--- config.mk ---
export PLATFORM = sky130hd
export DESIGN_NAME = ssa_attachment_uudecode
export DESIGN_NICKNAME = d
export VERILOG_FILES = /design/src/sv/ssa_uud_pkg.sv /design/src/sv/ssa_attachment_uudecode.sv /design/src/sv/ssa_uud_fifo.sv /design/src/sv/ssa_uud_front.sv /design/src/sv/ssa_uud_back.sv
export SDC_FILE = /design/constraint.sdc
export NUM_CORES = 1
export LEC_CHECK = 0
export ABC_AREA = 0
export ABC_CLOCK_PERIOD_IN_PS = 4300
export BUFFER_PORTS_ARGS = -buffer_cell sky130_fd_sc_hd__buf_4
export CORE_ASPECT_RATIO = 0.6
export CORE_UTILIZATION = 40
export DETAILED_ROUTE_END_ITERATION = 8
export SLEW_MARGIN = 20
export SYNTH_ARGS = -nofsm -noshare
export SYNTH_HDL_FRONTEND = slang
export SYNTH_SLANG_ARGS = --single-unit
--- constraint.sdc ---
create_clock -name clock -period 4.3 [get_ports clock]
set_clock_uncertainty 0.2 [all_clocks]
set_input_delay 0.86 -clock clock [delete_from_list [all_inputs] [get_ports clock]]
set_output_delay 0.86 -clock clock [all_outputs]
set_load 0.03 [all_outputs]
--- src/sv/ssa_uud_pkg.sv ---
// types and constants shared by the attachment decoder modules
`timescale 1ns / 1ps
package ssa_uud_pkg;

   localparam logic [7:0] CHAR_OFFSET = 8'd33;
   localparam logic [1:0] GROUP_FULL  = 2'd3;
   localparam logic [1:0] PEND_ONE    = 2'd2;
   localparam logic [1:0] PEND_TWO    = 2'd3;
   localparam logic [1:0] NBYTES_ONE  = 2'd1;
   localparam logic [1:0] NBYTES_TWO  = 2'd2;
   localparam logic [1:0] NBYTES_FULL = 2'd3;

   typedef struct packed {
      logic [7:0] text_char;
      logic       final_char;
   } req_type;

   typedef struct packed {
      logic [7:0] out_byte;
      logic       run_last;
      logic       attachment_end;
   } rsp_type;

   // one decoded group: up to three bytes, first byte in data[0]
   typedef struct packed {
      logic [2:0][7:0] data;
      logic [1:0]      nbytes;
      logic            fin;
   } job_type;

endpackage

--- src/sv/ssa_attachment_uudecode.sv ---
// top level of the offset-33 attachment text decoder
`timescale 1ns / 1ps
// Decodes subtitle attachment text: each character minus 33 gives a sextet,
// four sextets give three bytes, most significant bits first. On the
// character marked final, two or three pending sextets give one or two bytes
// and a lone sextet is dropped; the decoder then starts clean. One character
// is accepted per cycle while the job queue (QUEUE_DEPTH entries) has room;
// the back end sends one byte per cycle from its output register while
// rsp_ready is held, so the sustained input rate is one character per cycle
// for normal text while the output does not stall. The first byte of a
// group is registered in the job queue, the job register and rsp_ff.
module ssa_attachment_uudecode #(
   parameter int QUEUE_DEPTH = 4
) (
   input  logic                 clock,
   input  logic                 reset,
   input  logic                 req_valid,
   output logic                 req_ready,
   input  ssa_uud_pkg::req_type req,
   output logic                 rsp_valid,
   input  logic                 rsp_ready,
   output ssa_uud_pkg::rsp_type rsp
);
   import ssa_uud_pkg::*;

   logic    push_valid, push_ready;
   logic    pop_valid, pop_ready;
   job_type push_data, pop_data;

   ssa_uud_front u_front (
      .clock      (clock),
      .reset      (reset),
      .req_valid  (req_valid),
      .req_ready  (req_ready),
      .req        (req),
      .push_valid (push_valid),
      .push_ready (push_ready),
      .push_data  (push_data)
   );

   ssa_uud_fifo #(
      .DEPTH (QUEUE_DEPTH)
   ) u_fifo (
      .clock      (clock),
      .reset      (reset),
      .push_valid (push_valid),
      .push_ready (push_ready),
      .push_data  (push_data),
      .pop_valid  (pop_valid),
      .pop_ready  (pop_ready),
      .pop_data   (pop_data)
   );

   ssa_uud_back u_back (
      .clock     (clock),
      .reset     (reset),
      .pop_valid (pop_valid),
      .pop_ready (pop_ready),
      .pop_data  (pop_data),
      .rsp_valid (rsp_valid),
      .rsp_ready (rsp_ready),
      .rsp       (rsp)
   );

endmodule

--- src/sv/ssa_uud_fifo.sv ---
// short job queue between the character front end and the byte back end
`timescale 1ns / 1ps
module ssa_uud_fifo #(
   parameter int DEPTH = 4
) (
   input  logic                 clock,
   input  logic                 reset,
   input  logic                 push_valid,
   output logic                 push_ready,
   input  ssa_uud_pkg::job_type push_data,
   output logic                 pop_valid,
   input  logic                 pop_ready,
   output ssa_uud_pkg::job_type pop_data
);
   import ssa_uud_pkg::*;

   localparam int PTR_W = (DEPTH > 1) ? $clog2(DEPTH) : 1;
   localparam int CNT_W = $clog2(DEPTH + 1);
   localparam logic [PTR_W-1:0] LAST_PTR = PTR_W'(DEPTH - 1);
   localparam logic [CNT_W-1:0] FULL_CNT = CNT_W'(DEPTH);

   job_type          queue_ff [DEPTH];
   logic [PTR_W-1:0] wr_ptr_ff, wr_ptr_in;
   logic [PTR_W-1:0] rd_ptr_ff, rd_ptr_in;
   logic [CNT_W-1:0] count_ff, count_in;
   logic             do_push, do_pop;

   assign push_ready = (count_ff != FULL_CNT);
   assign pop_valid  = (count_ff != '0);
   assign pop_data   = queue_ff[rd_ptr_ff];
   assign do_push    = push_valid && push_ready;
   assign do_pop     = pop_valid && pop_ready;

   always_comb begin
      wr_ptr_in = wr_ptr_ff;
      rd_ptr_in = rd_ptr_ff;
      count_in  = count_ff;
      if (do_push) begin
         wr_ptr_in = (wr_ptr_ff == LAST_PTR) ? '0 : wr_ptr_ff + 1'b1;
      end
      if (do_pop) begin
         rd_ptr_in = (rd_ptr_ff == LAST_PTR) ? '0 : rd_ptr_ff + 1'b1;
      end
      if (do_push && !do_pop) begin
         count_in = count_ff + 1'b1;
      end else if (do_pop && !do_push) begin
         count_in = count_ff - 1'b1;
      end
   end

   always_ff @(posedge clock) begin
      if (reset) begin
         wr_ptr_ff <= '0;
         rd_ptr_ff <= '0;
         count_ff  <= '0;
      end else begin
         wr_ptr_ff <= wr_ptr_in;
         rd_ptr_ff <= rd_ptr_in;
         count_ff  <= count_in;
      end
   end

   always_ff @(posedge clock) begin
      if (do_push) begin
         queue_ff[wr_ptr_ff] <= push_data;
      end
   end

endmodule

--- src/sv/ssa_uud_front.sv ---
// front end: turns characters into sextets and packs groups into byte jobs
`timescale 1ns / 1ps
module ssa_uud_front (
   input  logic                 clock,
   input  logic                 reset,
   input  logic                 req_valid,
   output logic                 req_ready,
   input  ssa_uud_pkg::req_type req,
   output logic                 push_valid,
   input  logic                 push_ready,
   output ssa_uud_pkg::job_type push_data
);
   import ssa_uud_pkg::*;

   logic [17:0] store_ff, store_in;
   logic [1:0]  count_ff, count_in;
   logic [7:0]  diff;
   logic [5:0]  sextet;
   logic [23:0] word;
   logic        accept;
   logic        has_bytes;

   assign req_ready  = push_ready;
   assign accept     = req_valid && req_ready;
   assign diff       = req.text_char - CHAR_OFFSET;
   assign sextet     = diff[5:0];
   assign push_valid = req_valid && has_bytes;

   always_comb begin
      word           = {store_ff, sextet};
      store_in       = store_ff;
      count_in       = count_ff;
      has_bytes      = 1'b0;
      push_data      = '0;
      push_data.fin  = req.final_char;
      if (count_ff == GROUP_FULL) begin
         // fourth sextet closes a 24-bit group
         push_data.data[0] = word[23:16];
         push_data.data[1] = word[15:8];
         push_data.data[2] = word[7:0];
         push_data.nbytes  = NBYTES_FULL;
         has_bytes         = 1'b1;
         store_in          = '0;
         count_in          = '0;
      end else begin
         store_in = {store_ff[11:0], sextet};
         count_in = count_ff + 2'd1;
         if (req.final_char) begin
            if (count_in == PEND_ONE) begin
               push_data.data[0] = store_in[11:4];
               push_data.nbytes  = NBYTES_ONE;
               has_bytes         = 1'b1;
            end else if (count_in == PEND_TWO) begin
               push_data.data[0] = store_in[17:10];
               push_data.data[1] = store_in[9:2];
               push_data.nbytes  = NBYTES_TWO;
               has_bytes         = 1'b1;
            end
         end
      end
      if (req.final_char) begin
         store_in = '0;
         count_in = '0;
      end
   end

   always_ff @(posedge clock) begin
      if (reset) begin
         store_ff <= '0;
         count_ff <= '0;
      end else if (accept) begin
         store_ff <= store_in;
         count_ff <= count_in;
      end
   end

endmodule

--- src/sv/ssa_uud_back.sv ---
// back end: sends the bytes of each job one beat at a time
`timescale 1ns / 1ps
module ssa_uud_back (
   input  logic                 clock,
   input  logic                 reset,
   input  logic                 pop_valid,
   output logic                 pop_ready,
   input  ssa_uud_pkg::job_type pop_data,
   output logic                 rsp_valid,
   input  logic                 rsp_ready,
   output ssa_uud_pkg::rsp_type rsp
);
   import ssa_uud_pkg::*;

   job_type    cur_ff;
   rsp_type    rsp_ff;
   logic       busy_ff;
   logic       rsp_valid_ff;
   logic [1:0] idx_ff;
   logic       advance;
   logic       last;
   logic [7:0] sel_byte;

   assign rsp_valid = rsp_valid_ff;
   assign rsp       = rsp_ff;
   assign advance   = !rsp_valid_ff || rsp_ready;
   assign last      = (idx_ff == cur_ff.nbytes - 2'd1);
   assign pop_ready = !busy_ff || (advance && last);

   always_comb begin
      case (idx_ff)
         2'd0:    sel_byte = cur_ff.data[0];
         2'd1:    sel_byte = cur_ff.data[1];
         default: sel_byte = cur_ff.data[2];
      endcase
   end

   always_ff @(posedge clock) begin
      if (reset) begin
         busy_ff      <= 1'b0;
         rsp_valid_ff <= 1'b0;
         idx_ff       <= '0;
      end else begin
         if (advance) begin
            rsp_valid_ff <= busy_ff;
         end
         if (pop_valid && pop_ready) begin
            busy_ff <= 1'b1;
            idx_ff  <= '0;
         end else if (busy_ff && advance) begin
            idx_ff <= last ? 2'd0 : idx_ff + 2'd1;
            if (last) begin
               busy_ff <= 1'b0;
            end
         end
      end
   end

   always_ff @(posedge clock) begin
      if (pop_valid && pop_ready) begin
         cur_ff <= pop_data;
      end
      if (advance && busy_ff) begin
         rsp_ff.out_byte       <= sel_byte;
         rsp_ff.run_last       <= last;
         rsp_ff.attachment_end <= last && cur_ff.fin;
      end
   end

endmodule

==> key figures, run 1 <==
Clocking
  – Clock Sinks: 176
  – Num CTS Buffers: 17
  – Root cell of the clock tree: clkbuf_16
  – H-tree Lvls: 4
  – Post-CTS Setup Inserts: 0
  – Clock insertion delay at the later pin of the skew report: 0.42 ns
  – Hold-fix buffers at CTS: 0
  – Reg clk slew, reported paths: 0.07 ns
  – CTS tree: yes
  – Gates resized, CTS repair: 0
  – CTS Buffer Depth: 2

Layout
  – Fraction of layout cells with a size suffix above 1: 18.33%
  – Antenna diode count: 0
  – Util after Layout: 46.77%
  – Area grow syn2layout: 14.38%
  – Nets: 515
  – # fillers: 1472

Power
  – Share of power burned in registers: 48.6%
  – Switching portion of total power: 29.56%
  – Static Leak: 2.698 nW
  – Psw: 1.430 mW
  – Power per cell area: 602.0 nW/um^2
  – Peak VDD IR: 246.9 uV
  – Combinational share of power: 19.8%
  – Clock Power Share: 31.6%
  – Int Power: 3.406 mW

Place
  – Placer Congestion: 0.7912
  – HPWL Detailed: 8.985 mm
  – IO Port Bufs: 22

STA
  – Worst Tran Pin Value: 0.8788 ns
  – Slew headroom: 41.41%
  – Final hold viol count: 0
  – RSZ-0062 raised after global routing: false
  – Tmin final: 3.081 ns
  – Setup violators final: 0
  – Post-route clock period utilization: 71.64%
  – Max Fclk: 0.3246 GHz
  – Max Slew Vio Count: 0
  – Total negative setup slack: 0 ns

Die
  – Die area: 18110 sq um
  – Die W: 173.1 microns
  – Row cnt: 37
  – Height of the die: 104.6 microns
  – Core Footprint: 17180 sq um
  – Initial core utilization: 40.89%
  – # IOs: 25

Critical path
  – Worst setup SP type: register
  – Worst-path cell chain: ha_1, o211a_1, ha_1, inv_1, fa_1, xor2_1, or3_1, a21oi_1
  – Setup Crit Path Kind: register to register
  – Slowest stage delay, CP: 0.75 ns
  – WP buf/inv: 1
  – Kind of end point of the critical path: register
  – Critical Path Most Common Cell: ha_1
  – Crit path max-delay cell type: ha_1
  – Crit path required time: 4.45 ns
  – Max FO, Critical Path: 25
  – Largest delay share family, worst path: adder cells
  – Worst EP arrival: 3.23 ns

GRT
  – Total grt overflow: 0
  – Vias in the first global route: 3934
  – Initial antenna violation count: 0
  – GRT Total Usage: 17.17%
  – Largest net degree at the start of global routing: 36
  – First-pass GRT wire length: 22.82 mm

Job
  – Max-cap violations: 0

Detailed routing
  – Routed len/inst: 19.57 microns
  – Final ANT Viol Nets: 0
  – Starting DRT DRC Count: 349
  – WL final: 14.40 mm
  – DR vias/cell: 5.374
  – Total iterations of the first detailed-routing run: 5
  – Via count: 3955
  – DRC viols: 0

Synthesis
  – Syn avg cell area: 15.17 sq um
  – Sequential-to-total area share from yosys stat: 70.84%
  – Synth Register Bits: 176
  – Synth Cell Area: 7023 sq um
  – Top FF cell, synth: edfxtp_1
  – Top-count cell post-synth: edfxtp_1
  – Top-area cell type share of the netlist area: 62.00%
  – Synth cell types: 42
  – Most frequent cells after synthesis: 145 x edfxtp_1, 61 x nand2_1, 31 x dfxtp_1, 27 x mux4_2, 26 x a21oi_1
  – Post-synth EDFFs: 145
  – Post-Syn Nets: 489
  – Post-synth ARST share: 0%
  – Area leader, netlist: edfxtp_1
  – Synth area leaders: edfxtp_1 62%, dfxtp_1 8.8%, mux4_2 8.7%
  – Post-Syn Instances: 463
  – Synth warnings: 0

Status
  – Status: finished clean

Min path
  – Hold Crit Class: register to register
## sequential cells by signal, indices dropped and copies added (netlist names)
signal	count
u_back.busy_ff	1
u_back.cur_ff	27
u_back.idx_ff	2
u_back.rsp	10
u_back.rsp_valid	1
u_fifo.count_ff	3
u_fifo.queue_ff	108
u_fifo.rd_ptr_ff	2
u_fifo.wr_ptr_ff	2
u_front.count_ff	2
u_front.store_ff	18
## tightest hold or removal path: stages (launching register included)
cell     delay, ns
dfxtp_1       0.31
nand2_1       0.05
a21oi_1       0.05
## layout by cell type, fill, tap and decap left out, drive strengths merged, types with 3 or more instances in the layout
master,netlist,routed
o21ai,13,13
mux2i,4,4
clkinvlp,0,4
buf,10,29
mux4,27,27
xor2,6,6
ha,12,12
edfxtp,145,145
inv,12,17
nand3,20,20
nand2,61,61
a22o,5,5
nor3,3,3
clkinv,1,4
a21oi,26,26
nor2b,3,3
and2,10,10
or3,7,7
a22oi,10,10
dfxtp,31,31
clkbuf,12,18
nor2,23,23
## layer usage
| layer | vias up | track usage [%] | part of all wire, % |
|---|---|---|---|
| met4 | 0 | 5.942 | 1.5 |
| met1 | 2007 | 25.24 | 49 |
| li1 | 1805 | - | - |
| met5 | - | 0 | 0 |
| met3 | 16 | 4.367 | 6.5 |
| met2 | 127 | 24.65 | 43 |
## power by group through the flow
stage               clock network (mW)  logic, mW  registers, mW
finish                            1.53      0.957           2.35
global route                      1.62       1.05           2.39
CTS                               1.55      0.964           2.36
detailed placement                   0      0.958           2.39
global placement                     0      0.941           2.38
floorplan                            0      0.613           2.38
## logic make-up (layout without fill, tap and decap cells)
group / Yosys count / in the layout / share of synthesized area, %
XOR/XNOR: 7 / 7 / 0.8730
flip-flops: 176 / 176 / 70.84
AO/OA/AOI/OAI: 63 / 63 / 5.630
multiplexers: 31 / 31 / 9.229
buffers and inverters: 35 / 74 / 1.995
adder cells (fa/ha/maj): 13 / 13 / 2.423
AND/OR/NAND/NOR: 138 / 138 / 9.015
## worst paths after layout
check	from	end	slack (ns)	cells after the start
setup / recovery	u_front.count_ff[1]	u_fifo.count_ff[2]	1.22	8
hold / removal	u_front.store_ff[14]	u_front.store_ff[14]	0.26	2
setup reg to reg	u_front.count_ff[1]	u_fifo.count_ff[2]	1.22	8
hold reg to reg	u_front.store_ff[14]	u_front.store_ff[14]	0.26	2
## metrics by stage
step	instance area, sq um	std cells	hold slack (ns)	setup WS [ns]	power (mW)
after global placement	7445	704	0.2402	1.237	3.322
after detailed placement	7445	704	0.2513	1.197	3.351
final	8033	736	0.2588	1.219	4.836
after CTS	8030	736	0.2614	1.191	4.870
after floorplan	7023	463	0.2321	1.532	2.992
after global routing	8033	736	0.2811	0.9708	5.056
## layout make-up
type                    count  area [sq um]  share of cell area, %
clock buffers              18         429.2                  5.343
clock inverters            14         156.4                  1.947
inverters                  13         48.80                 0.6075
multi-input cells         252          1908                  23.75
flip-flops and latches    176          4980                  61.99
well taps                 234         292.8                  3.645
repair buffers             29         217.7                  2.710
No activity file was read; power rests on OpenSTA's default activity.
==> inputs of run 2 (changes only) <==
--- a/config.mk
+++ b/config.mk
@@ -6,7 +6,7 @@
 export NUM_CORES = 1
 export LEC_CHECK = 0
 export ABC_AREA = 0
-export ABC_CLOCK_PERIOD_IN_PS = 4300
+export ABC_CLOCK_PERIOD_IN_PS = 2550
 export BUFFER_PORTS_ARGS = -buffer_cell sky130_fd_sc_hd__buf_4
 export CORE_ASPECT_RATIO = 0.6
 export CORE_UTILIZATION = 40
==> constraint.sdc (replaced) <==
create_clock -name clock -period 2.55 [get_ports clock]
set_clock_uncertainty 0.2 [all_clocks]
set_input_delay 0.51 -clock clock [delete_from_list [all_inputs] [get_ports clock]]
set_output_delay 0.51 -clock clock [all_outputs]
set_load 0.03 [all_outputs]
==> run 2 against run 1 <==
Against the previous run:
- flip-flop and latch count unchanged
- non-clock buffer count increased by 21
- critical endpoint unchanged
- design area increased by 2.1%
- first-iteration DRC count down 6.9%
- clock-buffer cell count decreased by 1
- wire length up 1.8%
- power is 66% higher
- setup slack lost 1.1 ns
- register-to-register slack got worse by 1.1 ns
==> key figures, run 2 (synthesis results as in run 1) <==
Status
  – Status: finished clean (unchanged)

Power
  – Peak VDD IR: 460.3 uV (was 246.9 uV)
  – Static Leak: 2.802 nW (was 2.698 nW)
  – Overall Power: 8.034 mW (was 4.836 mW)
  – Power per cell area: 980.0 nW/um^2 (was 602.0 nW/um^2)

Layout
  – Non-filler instance count after layout: 755 (was 736)
  – Fraction of layout cells with a size suffix above 1: 22.26% (was 18.33%)
  – Antenna diode count: 0 (unchanged)
  – Util after Layout: 47.73% (was 46.77%)
  – Nets: 536 (was 515)
  – Area grow syn2layout: 16.73% (was 14.38%)
  – Design area: 8198 sq um (was 8033 sq um)
  – Biggest register: u_fifo.queue_ff (unchanged)
  – Top Registers: u_fifo.queue_ff (108), u_back.cur_ff (27), u_front.store_ff (18) (unchanged)
  – Commonest non-fill, non-tap cell in the layout: edfxtp_1 (unchanged)
  – Most frequent cells in the layout: 145 x edfxtp_1, 61 x nand2_1, 45 x buf_4 (was 145 x edfxtp_1, 61 x nand2_1, 29 x buf_4, 29 x dfxtp_1, 27 x mux4_2)
  – Max FFs per register: 108 (unchanged)

Clocking
  – Root cell of the clock tree: clkbuf_16 (unchanged)
  – Clock Sinks: 176 (unchanged)
  – H-tree Lvls: 4 (unchanged)
  – Reg clk slew, reported paths: 0.07 ns (about the same)
  – CTS tree: yes (unchanged)
  – CTS Buffer Depth: 2 (unchanged)
  – Clock insertion delay at the later pin of the skew report: 0.42 ns (about the same)
  – Num CTS Buffers: 17 (unchanged)

Die
  – # IOs: 25 (unchanged)
  – Die area: 18110 sq um (unchanged)
  – Height of the die: 104.6 microns (unchanged)
  – Row cnt: 37 (unchanged)
  – Initial core utilization: 40.89% (unchanged)
  – Core Footprint: 17180 sq um (unchanged)
  – Die W: 173.1 microns (unchanged)

STA
  – Final hold viol count: 0 (unchanged)
  – Worst hold slack: 0.2348 ns (was 0.2588 ns)
  – Worst Tran Pin Value: 0.7267 ns (was 0.8788 ns)
  – Tmin final: 2.448 ns (was 3.081 ns)
  – Max Slew Vio Count: 0 (unchanged)
  – Post-route clock period utilization: 96.01% (was 71.64%)
  – Total negative setup slack: 0 ns (unchanged)
  – Max Fclk: 0.4084 GHz (was 0.3246 GHz)
  – Fin worst setup slack: 0.1017 ns (was 1.219 ns)
  – Slew headroom: 51.18% (was 41.41%)
  – Setup violators final: 0 (unchanged)
  – RSZ-0062 raised after global routing: true (was false)

GRT
  – First-pass GRT wire length: 23.34 mm (was 22.82 mm)
  – Total grt overflow: 0 (unchanged)
  – Initial antenna violation count: 0 (unchanged)
  – Vias in the first global route: 4209 (was 3934)
  – GRT Total Usage: 17.31% (was 17.17%)
  – Largest net degree at the start of global routing: 36 (unchanged)

Place
  – DP Worst Slack: -0.04246 ns (was 1.197 ns)
  – IO Port Bufs: 22 (unchanged)
  – DP Area: 7656 sq um (was 7445 sq um)
  – Placed Instances: 724 (was 704)
  – Placer Congestion: 0.7947 (was 0.7912)
  – HPWL Detailed: 9.282 mm (was 8.985 mm)

Detailed routing
  – Routed len/inst: 19.43 microns (was 19.57 microns)
  – Total iterations of the first detailed-routing run: 5 (unchanged)
  – DR vias/cell: 5.297 (was 5.374)
  – DRC viols: 0 (unchanged)
  – WL final: 14.67 mm (was 14.40 mm)
  – Final ANT Viol Nets: 0 (unchanged)
  – Via count: 3999 (was 3955)
  – Starting DRT DRC Count: 325 (was 349)

Job
  – Max-cap violations: 0 (unchanged)

Critical path
  – Setup Crit Path Kind: register to register (unchanged)
  – Worst setup SP type: register (unchanged)
  – Slowest stage delay, CP: 0.38 ns (was 0.75 ns)
  – Crit path max-delay cell type: edfxtp_1 (was ha_1)
  – Max FO, Critical Path: 2 (was 25)
  – Critical Path Most Common Cell: xor2_1 (was ha_1)
  – WP buf/inv: 1 (unchanged)
  – Worst-path cell chain: xor2_1, mux2i_1, o21ai_2, nand2_1, ha_2, inv_1, fa_2, xor2_1, or3_1, a21oi_1 (was ha_1, o211a_1, ha_1, inv_1, fa_1, xor2_1, or3_1, a21oi_1)
  – Worst EP arrival: 2.60 ns (was 3.23 ns)
  – Crit path required time: 2.70 ns (was 4.45 ns)
  – Kind of end point of the critical path: register (unchanged)
  – Largest delay share family, worst path: adder cells (unchanged)

Min path
  – Hold Crit Class: primary input to register (was register to register)
-- run 2: cell types whose count changed in the layout (fill, tap and decap cells not counted), sizes merged --
cell,change
buf,+21
clkbuf,-1
bufinv,-2
clkinv,+6
clkinvlp,-2
inv,-3
-- run 2: worst paths after layout --
| check | startpoint | to | slack (ns) | cells after the start |
|---|---|---|---|---|
| worst min-delay path | req[1] | u_fifo.queue_ff[1][19] | 0.23 | 2 |
| worst max register to register | u_back.cur_ff[2] | u_fifo.count_ff[2] | 0.10 | 10 |
| worst max-delay path | u_back.cur_ff[2] | u_fifo.count_ff[2] | 0.10 | 10 |
| worst min register to register | u_front.store_ff[15] | u_front.store_ff[15] | 0.26 | 2 |
-- run 2: final cells by class --
| type | instances | area (sq um) |
|---|---|---|
| clock buffer | 17 | 425.4 |
| clock inverter | 13 | 93.84 |
| fill | 1465 | 8977 |
| inverter | 13 | 48.80 |
| multi-input combinational | 252 | 1922 |
| sequential | 176 | 4977 |
| tap | 234 | 292.8 |
| timing repair buffer | 50 | 437.9 |
-- run 2: power by group --
group | internal, mW | leakage, nW | switching (mW) | total, mW
sequential | 3.66 | 1.61 | 0.173 | 3.83
clock | 1.24 | 0.254 | 1.07 | 2.30
combinational | 0.763 | 0.933 | 1.14 | 1.90
total | 5.66 | 2.80 | 2.38 | 8.03
-- run 2: routing by layer --
layer / track usage (%) / routed length [microns] / vias to the layer above
li1: - / - / 1844
met2: 26.67 / 6845 / 125
met1: 24.64 / 6847 / 2013
met3: 3.093 / 825 / 17
met4: 6.321 / 150 / 0
met5: 0 / 0 / -
-- run 2: what timing repair did --
item	4_1_cts	5_1_grt
endpoints found under the setup margin	0	5
hold buffers	0	0
gates resized for setup	0	5
setup buffers	0	1
-- run 2: worst reg2reg max path: stages (launching register included) --
cell	delay, ns
edfxtp_1	0.38
xor2_1	0.17
mux2i_1	0.30
o21ai_2	0.11
nand2_1	0.09
ha_2	0.18
inv_1	0.05
fa_2	0.33
xor2_1	0.15
or3_1	0.30
a21oi_1	0.12
